<file path="src/sv/hrt_pkg.sv">
// ----------------------------------------------------------------------------
// hrt_pkg - shared types and constants of the HTTP request tokenizer
// Phase encoding, field tags, error codes, character codes and the result
// record passed from the classifier to the output queue.
// ----------------------------------------------------------------------------
package hrt_pkg;

	// Parse phase within one request.
	typedef enum logic [2:0] {
		PH_METHOD,
		PH_URI,
		PH_VERSION,
		PH_HNAME,
		PH_HSKIP,
		PH_HVALUE,
		PH_BODY,
		PH_ERR
	} phase_t;

	// Field tags.
	localparam logic [2:0] TAG_METHOD = 3'd0;
	localparam logic [2:0] TAG_URI    = 3'd1;
	localparam logic [2:0] TAG_VER    = 3'd2;
	localparam logic [2:0] TAG_HNAME  = 3'd3;
	localparam logic [2:0] TAG_HVALUE = 3'd4;
	localparam logic [2:0] TAG_BODY   = 3'd5;
	localparam logic [2:0] TAG_DELIM  = 3'd6;

	// Error codes, sticky within a request.
	localparam logic [1:0] ERR_NONE      = 2'd0;
	localparam logic [1:0] ERR_NO_CRLF   = 2'd1;
	localparam logic [1:0] ERR_NO_METHOD = 2'd2;
	localparam logic [1:0] ERR_NO_URI    = 2'd3;

	// Character codes.
	localparam logic [7:0] CH_CR    = 8'h0D;
	localparam logic [7:0] CH_LF    = 8'h0A;
	localparam logic [7:0] CH_SP    = 8'h20;
	localparam logic [7:0] CH_COLON = 8'h3A;

	// Parser state carried from byte to byte.
	typedef struct packed {
		phase_t     phase;
		logic       cr_held;
		logic       line_empty;
		logic       colon_seen;
		logic [1:0] error_seen;
	} tok_state_t;

	localparam tok_state_t STATE_RESET = '{
		phase:      PH_METHOD,
		cr_held:    1'b0,
		line_empty: 1'b1,
		colon_seen: 1'b0,
		error_seen: ERR_NONE
	};

	// One classified output beat.
	typedef struct packed {
		logic [7:0] data;
		logic [2:0] tag;
		logic       line_done;
		logic       kept;
		logic [1:0] err;
		logic       req_done;
		logic       last;
	} tok_result_t;

	// State and result produced by one classification step.
	typedef struct packed {
		tok_state_t  st;
		tok_result_t res;
	} step_t;

endpackage

</file>
<file path="src/sv/hrt_step.sv">
// ----------------------------------------------------------------------------
// hrt_step - single-byte classifier
// Takes the current parser state and one input byte and produces up to two
// classified results together with the next parser state.
// ----------------------------------------------------------------------------
module hrt_step (
	input  hrt_pkg::tok_state_t  state,
	input  logic [7:0]           data,
	input  logic                 eor,
	output hrt_pkg::tok_state_t  state_next,
	output hrt_pkg::tok_result_t res0,
	output hrt_pkg::tok_result_t res1,
	output logic                 v0,
	output logic                 v1
);
	import hrt_pkg::*;

	// Classify one ordinary content byte.
	function automatic step_t do_content(tok_state_t s, logic [7:0] b);
		step_t o;
		o = '0;
		o.st = s;
		o.res.data = b;
		o.res.tag = TAG_DELIM;
		case (s.phase)
			PH_METHOD: begin
				if (b == CH_SP) o.st.phase = PH_URI;
				else o.res.tag = TAG_METHOD;
			end
			PH_URI: begin
				if (b == CH_SP) o.st.phase = PH_VERSION;
				else o.res.tag = TAG_URI;
			end
			PH_VERSION: o.res.tag = TAG_VER;
			PH_HNAME: begin
				o.st.line_empty = 1'b0;
				if (b == CH_COLON) begin
					o.st.colon_seen = 1'b1;
					o.st.phase = PH_HSKIP;
				end else begin
					o.res.tag = TAG_HNAME;
				end
			end
			PH_HSKIP: begin
				o.st.line_empty = 1'b0;
				if (b != CH_SP) begin
					o.res.tag = TAG_HVALUE;
					o.st.phase = PH_HVALUE;
				end
			end
			PH_HVALUE: o.res.tag = TAG_HVALUE;
			PH_BODY: o.res.tag = TAG_BODY;
			default: o.res.tag = TAG_DELIM;
		endcase
		o.res.err = o.st.error_seen;
		return o;
	endfunction

	// Close a line on a CRLF pair; b is the LF.
	function automatic step_t do_line_end(tok_state_t s, logic [7:0] b);
		step_t o;
		o = '0;
		o.st = s;
		o.res.data = b;
		o.res.tag = TAG_DELIM;
		case (s.phase)
			PH_METHOD, PH_URI: begin
				if (s.error_seen == ERR_NONE)
					o.st.error_seen = (s.phase == PH_METHOD) ? ERR_NO_METHOD : ERR_NO_URI;
				o.st.phase = PH_ERR;
				o.res.line_done = 1'b1;
			end
			PH_VERSION: begin
				o.st.phase = PH_HNAME;
				o.st.line_empty = 1'b1;
				o.st.colon_seen = 1'b0;
				o.res.line_done = 1'b1;
			end
			PH_HNAME, PH_HSKIP, PH_HVALUE: begin
				if (s.line_empty) begin
					o.st.phase = PH_BODY;
				end else begin
					o.res.line_done = 1'b1;
					o.res.kept = s.colon_seen;
					o.st.phase = PH_HNAME;
					o.st.line_empty = 1'b1;
					o.st.colon_seen = 1'b0;
				end
			end
			default: o.st.phase = s.phase;
		endcase
		o.res.err = o.st.error_seen;
		return o;
	endfunction

	// Held CR first, then the current byte, then end-of-request fixups.
	always_comb begin
		tok_state_t  st;
		tok_result_t r0;
		tok_result_t r1;
		tok_result_t lr;
		step_t       t;
		logic        consumed;
		logic        n0;
		logic        n1;

		st = state;
		r0 = '0;
		r1 = '0;
		lr = '0;
		t = '0;
		consumed = 1'b0;
		n0 = 1'b0;
		n1 = 1'b0;

		if (st.cr_held) begin
			st.cr_held = 1'b0;
			if (data == CH_LF) begin
				t = do_line_end(st, data);
				consumed = 1'b1;
			end else begin
				t = do_content(st, CH_CR);
			end
			st = t.st;
			r0 = t.res;
			n0 = 1'b1;
		end

		if (!consumed) begin
			if (data == CH_CR && !eor && st.phase != PH_BODY && st.phase != PH_ERR) begin
				st.cr_held = 1'b1;
			end else begin
				t = do_content(st, data);
				st = t.st;
				if (n0) begin
					r1 = t.res;
					n1 = 1'b1;
				end else begin
					r0 = t.res;
					n0 = 1'b1;
				end
			end
		end

		// The final beat of a request carries the closing flags.
		if (eor && n0) begin
			lr = n1 ? r1 : r0;
			if (st.phase == PH_METHOD || st.phase == PH_URI || st.phase == PH_VERSION) begin
				if (st.error_seen == ERR_NONE) st.error_seen = ERR_NO_CRLF;
			end else if ((st.phase == PH_HNAME || st.phase == PH_HSKIP ||
					st.phase == PH_HVALUE) && !st.line_empty) begin
				lr.line_done = 1'b1;
				lr.kept = st.colon_seen;
			end
			lr.err = st.error_seen;
			lr.req_done = 1'b1;
			if (n1) r1 = lr;
			else r0 = lr;
			st = STATE_RESET;
		end

		r0.last = !n1;
		r1.last = 1'b1;

		state_next = st;
		res0 = r0;
		res1 = r1;
		v0 = n0;
		v1 = n1;
	end

endmodule

</file>
<file path="src/sv/http_request_tokenizer_top.sv">
// ----------------------------------------------------------------------------
// http_request_tokenizer_top - HTTP/1.1 request byte tokenizer
// Tags each request byte by field, marks line ends and request-line faults.
//
//   Channel | Signals                                   | Direction
//   --------+-------------------------------------------+----------
//   in      | in_valid, in_ready, in_byte,              | input
//           | end_of_request                            |
//   out     | out_valid, out_ready, out_byte, field_tag,| output
//           | line_done, header_kept, error_code,       |
//           | request_done, last_of_run                 |
//
// One input byte per cycle is sustained while the output queue has room; an
// accepted input beat passes the input register and the output queue before it leaves.
// A lone CR followed by a non-LF byte yields two output beats for one input
// beat; the four-entry output queue drains one beat per cycle while out_ready is high.
// The input stage advances only when the queue has room for two beats.
// Reset clears the parser state, the input stage and the queue.
// ----------------------------------------------------------------------------
module http_request_tokenizer_top (
	input  logic       clk,
	input  logic       arst_n,
	input  logic       in_valid,
	output logic       in_ready,
	input  logic [7:0] in_byte,
	input  logic       end_of_request,
	output logic       out_valid,
	input  logic       out_ready,
	output logic [7:0] out_byte,
	output logic [2:0] field_tag,
	output logic       line_done,
	output logic       header_kept,
	output logic [1:0] error_code,
	output logic       request_done,
	output logic       last_of_run
);
	import hrt_pkg::*;

	localparam int QDEPTH = 4;
	localparam int PW = $clog2(QDEPTH);

	logic        valid_s1;
	logic [7:0]  data_s1;
	logic        eor_s1;
	logic        fire_s1;
	tok_state_t  state_q;
	tok_state_t  state_next;
	tok_result_t res0;
	tok_result_t res1;
	logic        v0;
	logic        v1;

	tok_result_t       queue_q [QDEPTH];
	logic [PW-1:0]     wr_ptr_q;
	logic [PW-1:0]     rd_ptr_q;
	logic [PW:0]       count_q;
	logic              pop;
	logic [PW:0]       push_n;
	tok_result_t       head;

	// The input stage moves on when the queue can take two beats.
	assign fire_s1 = valid_s1 && (count_q <= (PW+1)'(QDEPTH - 2));
	assign in_ready = !valid_s1 || fire_s1;

	// Input register.
	always_ff @(posedge clk or negedge arst_n) begin
		if (!arst_n) begin
			valid_s1 <= 1'b0;
		end else if (in_ready) begin
			valid_s1 <= in_valid;
		end
	end

	always_ff @(posedge clk) begin
		if (in_ready && in_valid) begin
			data_s1 <= in_byte;
			eor_s1 <= end_of_request;
		end
	end

	// Classifier.
	hrt_step u_step (
		.state      (state_q),
		.data       (data_s1),
		.eor        (eor_s1),
		.state_next (state_next),
		.res0       (res0),
		.res1       (res1),
		.v0         (v0),
		.v1         (v1)
	);

	// Parser state.
	always_ff @(posedge clk or negedge arst_n) begin
		if (!arst_n) begin
			state_q <= STATE_RESET;
		end else if (fire_s1) begin
			state_q <= state_next;
		end
	end

	// Output queue control.
	assign pop = out_valid && out_ready;
	assign push_n = fire_s1 ? ((PW+1)'(v0) + (PW+1)'(v1)) : '0;

	always_ff @(posedge clk or negedge arst_n) begin
		if (!arst_n) begin
			wr_ptr_q <= '0;
			rd_ptr_q <= '0;
			count_q <= '0;
		end else begin
			wr_ptr_q <= wr_ptr_q + push_n[PW-1:0];
			if (pop) rd_ptr_q <= rd_ptr_q + PW'(1);
			count_q <= count_q + push_n - (PW+1)'(pop);
		end
	end

	// Output queue storage.
	always_ff @(posedge clk) begin
		if (fire_s1 && v0) queue_q[wr_ptr_q] <= res0;
		if (fire_s1 && v1) queue_q[wr_ptr_q + PW'(1)] <= res1;
	end

	// Output beat.
	assign head = queue_q[rd_ptr_q];
	assign out_valid = (count_q != '0);
	assign out_byte = head.data;
	assign field_tag = head.tag;
	assign line_done = head.line_done;
	assign header_kept = head.kept;
	assign error_code = head.err;
	assign request_done = head.req_done;
	assign last_of_run = head.last;

endmodule

</file>
<file path="config.mk">
export PLATFORM = sky130hd
export DESIGN_NAME = http_request_tokenizer_top
export DESIGN_NICKNAME = d
export VERILOG_FILES = /design/src/sv/hrt_pkg.sv /design/src/sv/hrt_step.sv /design/src/sv/http_request_tokenizer_top.sv
export SDC_FILE = /design/constraint.sdc
export NUM_CORES = 1
export LEC_CHECK = 0
export BUFFER_PORTS_ARGS = -buffer_cell sky130_fd_sc_hd__buf_2
export CELL_PAD_IN_SITES_DETAIL_PLACEMENT = 1
export CELL_PAD_IN_SITES_GLOBAL_PLACEMENT = 1
export CORE_ASPECT_RATIO = 0.8
export CORE_MARGIN = 2
export CORE_UTILIZATION = 45
export DETAILED_ROUTE_END_ITERATION = 7
export GPL_TIMING_DRIVEN = 1
export PLACE_DENSITY_LB_ADDON = 0.1
export SETUP_SLACK_MARGIN = 0.2
export SLEW_MARGIN = 20
export SYNTH_ARGS = -nofsm -noshare
export SYNTH_HDL_FRONTEND = slang
export SYNTH_SLANG_ARGS = --single-unit
export TNS_END_PERCENT = 30
</file>
<file path="constraint.sdc">
create_clock -name clk -period 5.75 [get_ports clk]
set_input_delay 0.2875 -clock clk [delete_from_list [all_inputs] [get_ports clk]]
set_output_delay 0.2875 -clock clk [all_outputs]
set_load 0.005 [all_outputs]
</file>
==> results of run 1 <==
==> per-layer routing <==
metal	part of all wire	up-vias	GRT usage
met3	0.046	15	0.0473
met5	0	-	0
met2	0.46	89	0.372
met1	0.48	1854	0.360
li1	-	1674	-
met4	0.012	0	0.0654
==> power by group through the flow <==
stage | Combinational, W | Sequential, W | Clock [W]
finish | 0.000759 | 0.00103 | 0.000654
detailed placement | 0.000772 | 0.00105 | 0
global placement | 0.000748 | 0.00103 | 0
global route | 0.000846 | 0.00105 | 0.000689
CTS | 0.000773 | 0.00103 | 0.000664
floorplan | 0.000568 | 0.000962 | 0
==> cell families (layout without fill, tap and decap cells) <==
family / Yosys count / count (layout)
AOI/OAI and AO/OA: 123 / 123
xor gates and xnor gates: 6 / 6
adders and majority gates: 6 / 6
buffers and inverters: 45 / 66
DFF: 93 / 93
muxes: 19 / 19
and+or+nand+nor: 144 / 144
==> cell type report <==
class / count / area, um2 / area share
Clock inverter: 6 / 96.3 / 0.0175
Tap cell: 144 / 180 / 0.0327
Sequential cell: 93 / 2670 / 0.485
Clock buffer: 10 / 229 / 0.0416
Multi-Input combinational cell: 298 / 2090 / 0.379
Timing Repair Buffer: 35 / 188 / 0.0341
Inverter: 15 / 56.3 / 0.0102
==> cells in the mapped netlist (2+ instances only) <==
| cell | number | area, um2 |
|---|---|---|
| a211oi_1 | 2 | 15.0 |
| a21o_1 | 2 | 15.0 |
| a21oi_1 | 30 | 150 |
| a22o_1 | 4 | 35.0 |
| a22oi_1 | 2 | 15.0 |
| a31oi_1 | 4 | 25.0 |
| and2_1 | 25 | 156 |
| and3_1 | 4 | 25.0 |
| and4_1 | 2 | 17.5 |
| buf_2 | 13 | 65.1 |
| clkbuf_1 | 16 | 60.1 |
| dfrtp_1 | 15 | 375 |
| dfxtp_1 | 4 | 80.1 |
| edfxtp_1 | 73 | 2190 |
| ha_1 | 5 | 62.6 |
| inv_1 | 14 | 52.6 |
| mux2_2 | 2 | 22.5 |
| mux4_2 | 17 | 383 |
| nand2_1 | 44 | 165 |
| nand2b_1 | 7 | 43.8 |
| nand3_1 | 5 | 25.0 |
| nand4_1 | 3 | 18.8 |
| nand4b_1 | 2 | 17.5 |
| nor2_1 | 28 | 105 |
| nor3_1 | 4 | 20.0 |
| nor3b_1 | 3 | 22.5 |
| nor4b_1 | 2 | 17.5 |
| nor4bb_1 | 2 | 20.0 |
| o211ai_1 | 7 | 52.6 |
| o21ai_0 | 20 | 100 |
| o21ai_1 | 11 | 55.1 |
| o21ai_2 | 2 | 17.5 |
| o22ai_1 | 25 | 156 |
| o2bb2ai_1 | 2 | 17.5 |
| or2_2 | 2 | 12.5 |
| or3_1 | 2 | 12.5 |
| xnor2_1 | 3 | 26.3 |
| xor2_1 | 3 | 26.3 |
==> worst max path at each step <==
| stage | start | end | slack (ps) | cells past startpoint |
|---|---|---|---|---|
| 2_1_floorplan | data_s1[6] | count_q[2] | 2670 | 13 |
| 5_1_grt | data_s1[3] | count_q[2] | 1520 | 13 |
| 3_3_place_gp | data_s1[3] | count_q[2] | 2090 | 13 |
| 4_1_cts | data_s1[3] | count_q[2] | 1930 | 13 |
| 3_5_place_dp | data_s1[3] | count_q[2] | 1940 | 13 |
| 6_report | data_s1[3] | count_q[2] | 1910 | 13 |
==> sequential cells by signal (all words and copies together), names as in the netlist <==
| register | count |
|---|---|
| count_q | 3 |
| data_s1 | 8 |
| eor_s1 | 1 |
| queue_q | 68 |
| rd_ptr_q | 2 |
| state_q | 8 |
| valid_s1 | 1 |
| wr_ptr_q | 2 |
==> stage by stage <==
step | cells | utilization
after floorplan | 436 | -
after CTS | 601 | 0.510
after global placement | 584 | 0.479
after global routing | 601 | 0.510
after detailed placement | 584 | 0.479
final | 601 | 0.510
==> layout by cell type, fill, tap and decap left out, types with 15 or more instances in the layout <==
cell / instances
dfrtp_1: 15
nand2_1: 44
and2_1: 25
a21oi_1: 30
o22ai_1: 25
edfxtp_1: 73
nor2_1: 28
buf_2: 31
o21ai_0: 20
mux4_2: 17
==> critical path, stage by stage, from the launching register on <==
cell and delay [ps]:
edfxtp_1 560, nor4bb_1 850, a31oi_1 200, o21ai_2 360, inv_1 200, ha_1 320, nand2_1 70, ha_1 280
inv_1 50, ha_1 130, inv_1 50, fa_1 370, xor2_1 160, xnor2_1 130
==> run summary, run 1 <==
The run finished with clean final reports. The filler cell count is 1159. The die covers 11900 um2. The area of all placed cells without fillers is 5510 um2. For this run, the leading register cell type out of synthesis is edfxtp_1. The total power draw came out at 0.00245 W. The final setup violation count came out at 0. Of the total power, the share spent switching nets is 0.334. The power dissipated by switching net loads is 0.000818 W. The placed instances occupy a cell area of 5170 um2. After the last flow step, the layout net total stands at 471.

By area, the combinational part of the netlist is dominated by compound AO/OA/AOI/OAI gates. The clock root buffer master is clkbuf_16. Of the total synthesized cell area, the portion taken by AND, OR, NAND and NOR gates is 0.156.

The floorplan die width is 121 um. The minimum clock period is 3840 ps. Yosys printed 0 warnings. The data arrival time of the critical path is 4080 ps. The register-to-register setup slack is 1910 ps. The wire length of the first global-routing pass came out at 21.7 mm. The clock edge transition at the registers on the reported setup and hold paths is 70 ps. STA classifies the critical path endpoint as a register. The hold buffer count at CTS came out at 1.

Across every metal layer, demand over resource in global routing totals 0.244. Setup repair after global routing left no endpoint under its margin. The number of max-slew violations in the final report came out at 0. The final route contains 3632 vias. The fraction of power consumed by the clock network is 0.267. The sum of net half-perimeters after detailed placement is 9.68 mm. The post-detailed-route DRC marker count is 0.

From synthesis to final layout, the design area changed by 11.4%. The wire length per cell after detailed routing came out at 22.7 um. The leakage power summed over all cells is 1.99 nW. The tightest hold path in the finished design has a slack of 108 ps. The parity-gate share of the synthesized area counting xor and xnor cells came out at 0.0106. STA puts the critical path data required time at 5990 ps.

The worst register-to-register path begins at data_s1[3]. The post-synthesis area per instance came out at 11.3 um2. Along the worst path, the maximum fanout reaches 11. The max capacitance violation total came out at 0. The number of buffers inserted to repair setup after CTS came out at 0. The number of global-route vias before repair is 3725.

The TritonCTS sink count is 93. At the pin with the least slew margin, the transition time is 922 ps. Headroom to the max-slew limit came out at 0.377. In this run the critical register-to-register path is captured at count_q[2]. The netlist area before placement is 4950 um2.

The post-synthesis net count is 455. The iteration count of the initial detailed-routing pass came out at 5. The highest clock rate is 261 MHz. The share of layout cells above drive strength 1 came out at 0.179. The path class of the tightest hold or removal check is primary input to register.

For this configuration, the core starts out at a cell density of 0.458. The share of async-settable or async-resettable flops after synthesis is 0.172. The number of CTS-inserted buffers came out at 9. The number of DRC markers after the initial detailed-route iteration is 297. The maximum vdd drop is 0.161 mV.

The final antenna diode count is 0. The adder-cell share of the synthesized area came out at 0.0167. TritonCTS built the clock tree. The number of instances in the synthesized netlist came out at 436.

The global route total overflow came out at 0. In this run the deepest clock path goes through 2 buffers. The worst hold path endpoint is eor_s1. The portion of total power attributed to combinational logic came out at 0.310. The kind of critical path is register to register.

The count of port buffers added during placement came out at 31. The clock skew came out at 5.64 ps. In the routed layout, each cell is associated on average with a via count of 6.04. The worst path setup slack after routing is 1910 ps. In this run, synthesis produced a sequential element count of 93. The distinct cell type count of the synthesized netlist came out at 63. The number of H-tree branching levels came out at 3. The worst hold path begins at end_of_request.

The total negative slack came out at 0 ps. The total internal power is 0.00163 W. The final weighted congestion in routability-driven placement is 0.908. The register area share after synthesis came out at 0.541. In this run the standard cell core region covers 10800 um2. The post-cts sizing count came out at 0. Timing analysis after detailed placement gives a worst setup slack of 1940 ps. Measured in cells, the most critical reg-to-reg path has a length of 13.

The total count of hold-check failures in the final report came out at 0. The initialized floorplan defines 34 standard-cell rows. The sum of routed wire length over all layers came out at 13.6 mm.

After synthesis, the share of cell area in mux cells is 0.0820. The count of nets left with antenna violations after detail routing came out at 0. The clock latency of the later-clocked register in the worst-skew pair came out at 350 ps. The complex-gate fraction of the synthesized area is 0.157. The number of synthesized flops with an enable pin is 73. The number of cells traversed by the worst hold path is 1.

The die extent in y is 97.8 um. The startpoint kind of the worst setup timing path is a register. The fraction of the cycle the final worst path needs came out at 0.667. The proportion of power drawn by flip-flops and latches is 0.423. The power density normalized to cell area is 444 nW/um2. The I/O pin total is 32. The number of antenna violations at the first check in global routing is 0. Entering global routing, the biggest net connects 27 pins.
Note: power is estimated with default switching activity, not from simulation.
==> inputs of run 2 (changes only) <==
--- a/config.mk
+++ b/config.mk
@@ -10,7 +10,7 @@
 export CELL_PAD_IN_SITES_GLOBAL_PLACEMENT = 1
 export CORE_ASPECT_RATIO = 0.8
 export CORE_MARGIN = 2
-export CORE_UTILIZATION = 45
+export CORE_UTILIZATION = 44
 export DETAILED_ROUTE_END_ITERATION = 7
 export GPL_TIMING_DRIVEN = 1
 export PLACE_DENSITY_LB_ADDON = 0.1
==> constraint.sdc (replaced) <==
create_clock -name clk -period 3.4 [get_ports clk]
set_input_delay 0.17 -clock clk [delete_from_list [all_inputs] [get_ports clk]]
set_output_delay 0.17 -clock clk [all_outputs]
set_load 0.005 [all_outputs]
==> run 2 against run 1 <==
Net effect:
- critical path depth decreased by 1
- clock-buffer cell count decreased by 1
- sequential share of layout area decreased by 2.6 points
- final cell count increased by 6.2%
- wire length increased by 11%
- critical endpoint unchanged
- largest power group unchanged
==> run summary, run 2 (same netlist as run 1, synthesis figures left out) <==
Setup repair after global routing left no endpoint under its margin. In this run the worst hold path is classified as primary input to register. The highest clock rate is 328 MHz (+26%).

The clock latency of the later-clocked register in the worst-skew pair came out at 360 ps (about the same). The fraction of the cycle the final worst path needs was 0.896 (+0.229). The most numerous cell type found on the critical path is ha_1.

The TritonCTS sink count is 93 (unchanged). The minimum clock period came to 3050 ps (-788 ps). The total via count after detailed routing is 3856 (+6.2%). The run finished with clean final reports. The maximum vdd drop was 0.297 mV (+85%). TritonCTS built the clock tree. The largest registers in the layout are queue_q (68), data_s1 (8), state_q (8). STA classifies the critical path startpoint as a register. The met1 wire length is 6.82 mm (+3.2%).

The layout overhead on the synthesized area is 17.7%. The length of routed met2 wiring came out at 7.05 mm (+13%). The die extent in y is 98.8 um (+1.1%). The power density normalized to cell area is 719 nW/um2 (+62%).

The instance area at placement is 5340 um2 (+3.2%). The global route total overflow is 0 (unchanged). The number of rows created at floorplan is 34 (unchanged).

The number of antenna violations at the first check in global routing is 0 (unchanged). The worst endpoint required time is 3640 ps (-2350 ps). The final core utilization came out at 0.533 (+0.0225).

The number of DRC markers after the initial detailed-route iteration is 363 (+22%). The worst path buffer plus inverter count is 3 (unchanged). The worst setup path is of the register to register kind. The wire length on met3 came out at 957 um (+53%). The library cell used most frequently in the layout, excluding fill and tap cells, is edfxtp_1.

The logic depth of the worst setup path including buffers is 12 (-1). The area of all placed cells without fillers came out at 5820 um2 (+5.7%). The final weighted congestion in routability-driven placement is 0.914 (+0.59%). The post-detailed-route DRC marker count came out at 0 (unchanged). The iteration count of the initial detailed-routing pass came out at 5 (unchanged). The pin count of the biggest net entering global routing is 20 (-26%).

The length in cells of the worst reg-to-reg path came out at 12 (-1). Broken down by cell family, the worst path's largest delay share belongs to adder cells. The sum of net half-perimeters after detailed placement is 11.0 mm (+14%).

The core region area came out at 10900 um2 (+1.2%). The clock tree buffer depth came to 2 (unchanged). The total count of hold-check failures in the final report is 0 (unchanged). The wire length of the first global-routing pass is 23.5 mm (+8.4%). The leakage power summed over all cells is 2.17 nW (+8.9%). The count of port buffers added during placement came out at 31 (unchanged). The number of CTS-inserted buffers is 9 (unchanged).

The final antenna diode count came out at 0 (unchanged). The clock edge transition at the registers on the reported setup and hold paths is 70 ps (about the same). The I/O pin total is 32 (unchanged).

The share of layout cells above drive strength 1 is 0.237 (+0.0574). The data arrival time of the critical path is 3290 ps (-790 ps). The total routing resource utilization after global routing came out at 0.264 (+0.0203).

The final setup violation count is 0 (unchanged). The pin slew with the least headroom to its limit came out at 941 ps (+18.7 ps). The count of nets left with antenna violations after detail routing is 0 (unchanged). Ranked by flip-flop count, first place goes to queue_q. The clock skew was 8.02 ps (+2.38 ps). The number of max-slew violations in the final report is 0 (unchanged).

The headroom to the max-slew limit came out at 0.373 (-0.00408). The number of global-route vias before repair is 3968 (+6.5%). The total negative slack came out at 0 ps (unchanged).

The layout net count is 508 (+7.9%). The floorplan die width is 123 um (+1.1%). The uppermost signal routing layer after detailed routing is met4. The number of flip-flops in the largest register is 68 (unchanged). The wire length per cell after detailed routing is 23.6 um (+4.1%).

The starting utilization of the core area came to 0.452 (-0.00534). The area enclosed by the die boundary was 12100 um2 (+2.2%). The mean number of vias per cell is 6.04 (about the same). In the layout the commonest cells are edfxtp_1 (73), nand2_1 (44), buf_4 (32). Walking the worst path, the cells encountered are or4_4, o21ai_4, inv_2, ha_1, nand2_1, ha_1, inv_1, ha_1, inv_1, fa_1, xor2_1, xnor2_1.

The critical path capture point type is a register. The worst slack on hold paths came out at 8.52 ps (-99.5 ps). The register-to-register setup slack is 350 ps (-1560 ps). The largest stage delay on the critical path is 580 ps (-270 ps). The number of cells traversed by the worst hold path came to 1 (unchanged). The standard cell with the maximum stage delay on the critical path is or4_4. The max capacitance violation total is 0 (unchanged). The number of H-tree branching levels is 3 (unchanged). The clock root buffer master is clkbuf_16.

The sum of routed wire length over all layers was 15.1 mm (+11%). The highest fanout seen on the critical path is 7 (-4).
## run 2: metrics by stage
stage,power [W],worst slack (ps),instances
after floorplan,0.00259,325,436
after global placement,0.00309,350,606
after detailed placement,0.00318,136,606
after CTS,0.00419,204,634
after global routing,0.00441,198,638
final,0.00418,353,638
## run 2: worst paths after layout
kind | startpoint | end
max | data_s1[5] | count_q[2]
min | in_byte[0] | data_s1[0]
max reg2reg | data_s1[5] | count_q[2]
min reg2reg | queue_q[2][0] | queue_q[2][0]
max in group asynchronous | arst_n | state_q[3]
min in group asynchronous | arst_n | state_q[7]
## run 2: power by group
group          total (W)  switching [W]  internal, W
Combinational    0.00146       0.000801     0.000659
Clock           0.000993       0.000479     0.000514
Sequential       0.00173       0.000197      0.00153
## run 2: repair_timing
action | CTS | global route
hold buffers | 9 | 0
endpoints found under the setup margin | 1 | 1
gates resized for setup | 1 | 8
pin swaps | 0 | 1
buffers inserted | 3 | 4
hold endpoints to repair | 23 | 0
## run 2: layout make-up
type | instances | area (um2)
Clock buffer | 9 | 225
Clock inverter | 7 | 67.6
Timing Repair Buffer | 72 | 485
Sequential cell | 93 | 2670
Tap cell | 144 | 180
Inverter | 15 | 56.3
Fill cell | 1168 | 5110
Multi-Input combinational cell | 298 | 2130
## run 2: worst reg2reg max path, delay by kind of cell, from the launching register on
kind	cells	cell delay [ps]
fa+ha+maj	4	1080
simple gates	2	640
flops	1	500
xor+xnor	2	290
buf+inv	3	220
compound gates	1	200
## run 2: layer usage
layer	track usage	up-vias
met1	0.375	1952
met5	0	-
met2	0.413	133
met4	0.0743	0
met3	0.0550	21
li1	-	1750
==> inputs of run 3 (changes only) <==
--- a/config.mk
+++ b/config.mk
@@ -6,7 +6,7 @@
 export NUM_CORES = 1
 export LEC_CHECK = 0
 export BUFFER_PORTS_ARGS = -buffer_cell sky130_fd_sc_hd__buf_2
-export CELL_PAD_IN_SITES_DETAIL_PLACEMENT = 1
+export CELL_PAD_IN_SITES_DETAIL_PLACEMENT = 0
 export CELL_PAD_IN_SITES_GLOBAL_PLACEMENT = 1
 export CORE_ASPECT_RATIO = 0.8
 export CORE_MARGIN = 2
==> constraint.sdc (replaced) <==
create_clock -name clk -period 3.4 [get_ports clk]
set_input_delay 1.02 -clock clk [delete_from_list [all_inputs] [get_ports clk]]
set_output_delay 1.02 -clock clk [all_outputs]
set_load 0.005 [all_outputs]
==> run 3 against run 2 <==
Net effect:
- setup slack gained 14 ps
- cell area shrank 1.1%
- wire length shrank 13%
- non-clock buffer count shrank 5
- via count shrank 4.4%
- highest routed layer unchanged
- clock skew shrank 1.4 ps
- die area is the same
- sequential share of layout area grew 0.49 points
- largest power group unchanged
- utilization shrank 0.56 points
- sequential power shrank 4%
- fmax grew 0.45%
- final cell count shrank 0.94%
==> run summary, run 3 (same netlist as run 1, synthesis figures left out) <==
The number of global-route vias before repair came out at 3472 (-13%). The instance area at placement is 5350 um2 (+0.23%). The iteration count of the initial detailed-routing pass is 5 (unchanged).

The number of antenna violations at the first check in global routing came out at 0 (unchanged). The leakage power summed over all cells was 2.14 nW (-1.6%). The wire length per cell after detailed routing came out at 20.7 um (-12%). The starting utilization of the core area came out at 0.452 (unchanged).

The kind of cell with the highest combined delay along the critical path is adder cells. The clock skew came out at 6.60 ps (-1.42 ps). The highest fanout seen on the critical path was 6 (-1).

STA classifies the critical path startpoint as a register. The worst endpoint required time is 3640 ps (about the same). Compared with the post-synthesis result, the final layout area differs by 16.5%. The total count of hold-check failures in the final report is 0 (unchanged). The critical path goes through or4_4, o21ai_2, inv_1, ha_1, nand2_1, ha_1, inv_1, ha_1, inv_1, fa_1, xor2_1, xnor2_1. The largest stage delay on the critical path is 590 ps (about the same). The number of H-tree branching levels is 3 (unchanged). The number of DRC markers after the initial detailed-route iteration is 390 (+7.4%). In this run the worst hold path is classified as register to register. The maximum vdd drop is 0.309 mV (+4.1%). The max capacitance violation total came out at 0 (unchanged).

The register with the highest flop count is queue_q. The number of rows created at floorplan came out at 34 (unchanged). The pin count of the biggest net entering global routing is 20 (unchanged). The kind of critical path is register to register.

The I/O pin total was 32 (unchanged). The filler cell count is 956 (-18%). The clock tree buffer depth is 2 (unchanged). The clock root buffer master is clkbuf_16. The fraction of the cycle the final worst path needs came out at 0.892 (-0.00404). The number of flip-flops in the largest register came out at 68 (unchanged). The data arrival time of the critical path is 3270 ps (-20 ps).

The run finished with clean final reports. The global route total overflow came out at 0 (unchanged). The library cells used most frequently in the layout, excluding fill and tap cells, are edfxtp_1 (73), nand2_1 (44), buf_4 (35). In the final layout, the registers with the most flip-flops are queue_q (68), data_s1 (8), state_q (8). The core region area came out at 10900 um2 (unchanged).

The die extent in y came out at 98.8 um (unchanged). The floorplan die width came out at 123 um (unchanged). The share of layout cells above drive strength 1 came to 0.244 (+0.00701). The layout net count came out at 503 (-0.98%).

The area enclosed by the die boundary is 12100 um2 (unchanged). The count of port buffers added during placement is 31 (unchanged). The pin slew with the least headroom to its limit came out at 554 ps (-387 ps). The count of nets left with antenna violations after detail routing is 0 (unchanged). The total negative slack came to 0 ps (unchanged). Setup repair after global routing left no endpoint under its margin. The final setup violation count is 0 (unchanged). The headroom to the max-slew limit came to 0.628 (+0.255). The final weighted congestion in routability-driven placement came out at 0.918 (+0.48%). The minimum clock period came out at 3030 ps (-13.7 ps).

TritonCTS built the clock tree. For this design, the slowest cell found on the critical path is or4_4. The post-detailed-route DRC marker count came out at 0 (unchanged). The mean number of vias per cell came to 5.83 (-3.5%). The clock latency of the later-clocked register in the worst-skew pair was 350 ps (about the same). The final antenna diode count came to 0 (unchanged). The power density normalized to cell area is 718 nW/um2 (about the same). The TritonCTS sink count came to 93 (unchanged). The highest clock rate came out at 330 MHz (+0.45%). The area of all placed cells without fillers came out at 5760 um2 (-1.1%). The wire length of the first global-routing pass is 20.4 mm (-13%).

The number of CTS-inserted buffers is 9 (unchanged). The number of max-slew violations in the final report was 0 (unchanged). The library cell used most frequently in the layout, excluding fill and tap cells, is edfxtp_1. The hold buffer count at CTS is 0 (-9). The sum of net half-perimeters after detailed placement is 9.47 mm (-14%). The clock edge transition at the registers on the reported setup and hold paths came to 70 ps (about the same). The worst path buffer plus inverter count is 3 (unchanged). The sum of routed wire length over all layers is 13.1 mm (-13%).

The total routing resource utilization after global routing is 0.229 (-0.0350). The total via count after detailed routing was 3686 (-4.4%). The worst setup path is captured at a register.
## run 3: cell count changes in the layout (fill, tap and decap cells not counted), moves of 2 or more
cell / change
clkinv_4: -2
dlygate4sd3_1: -9
clkinvlp_4: +3
buf_4: +3
## run 3: final cells by class
| cell class | count | area (um2) | share of cell area |
|---|---|---|---|
| repair buffers | 67 | 438 | 0.0760 |
| clock buffers | 9 | 225 | 0.0391 |
| flip-flops and latches | 93 | 2670 | 0.464 |
| inverters | 15 | 56.3 | 0.00977 |
| clock inverters | 6 | 70.1 | 0.0122 |
| multi-input cells | 298 | 2120 | 0.368 |
| well taps | 144 | 180 | 0.0313 |
## run 3: path summary, 6_finish.rpt
| kind | startpoint | endpoint | slack, ps | depth (start not counted) |
|---|---|---|---|---|
| worst max-delay path | data_s1[6] | count_q[2] | 370 | 12 |
| worst min-delay path | queue_q[0][0] | queue_q[0][0] | 490 | 2 |
| worst max register to register | data_s1[6] | count_q[2] | 370 | 12 |
| worst min register to register | queue_q[0][0] | queue_q[0][0] | 490 | 2 |
| max in group asynchronous | arst_n | state_q[3] | 2500 | 1 |
| min in group asynchronous | arst_n | valid_s1 | 580 | 1 |
## run 3: tightest hold or removal path: cells and delay by family, from the launching register on
family             cells  cell delay, ps
AOI/OAI and AO/OA      1              80
and+or+nand+nor        1              50
DFF                    1             330
## run 3: per-stage QoR
step	util	setup WS, ps	std cells	power, W	hold WS, ps
after global routing	0.527	180	632	0.00437	530
final	0.527	366	632	0.00414	493
after floorplan	-	325	436	0.00259	452
after detailed placement	0.490	263	606	0.00311	469
after global placement	0.490	335	606	0.00309	464
after CTS	0.517	250	621	0.00411	490
## run 3: repair_timing
action / CTS / global route
buffers inserted: 0 / 11
hold endpoints to repair: 0 / 0
setup endpoints to repair: 0 / 1
resized for setup: 0 / 5
## run 3: routing by layer
metal	up-vias	share of wire	track usage
met5	-	0	0
met4	0	0.015	0.0681
met2	141	0.44	0.327
li1	1746	-	-
met3	25	0.068	0.0492
met1	1774	0.48	0.351
## run 3: power by group
group	total [W]	leakage [nW]	switching [W]	internal (W)
Combinational	0.00147	1.08	0.000812	0.000657
Sequential	0.00166	0.916	0.000124	0.00153
Clock	0.00101	0.135	0.000441	0.000571
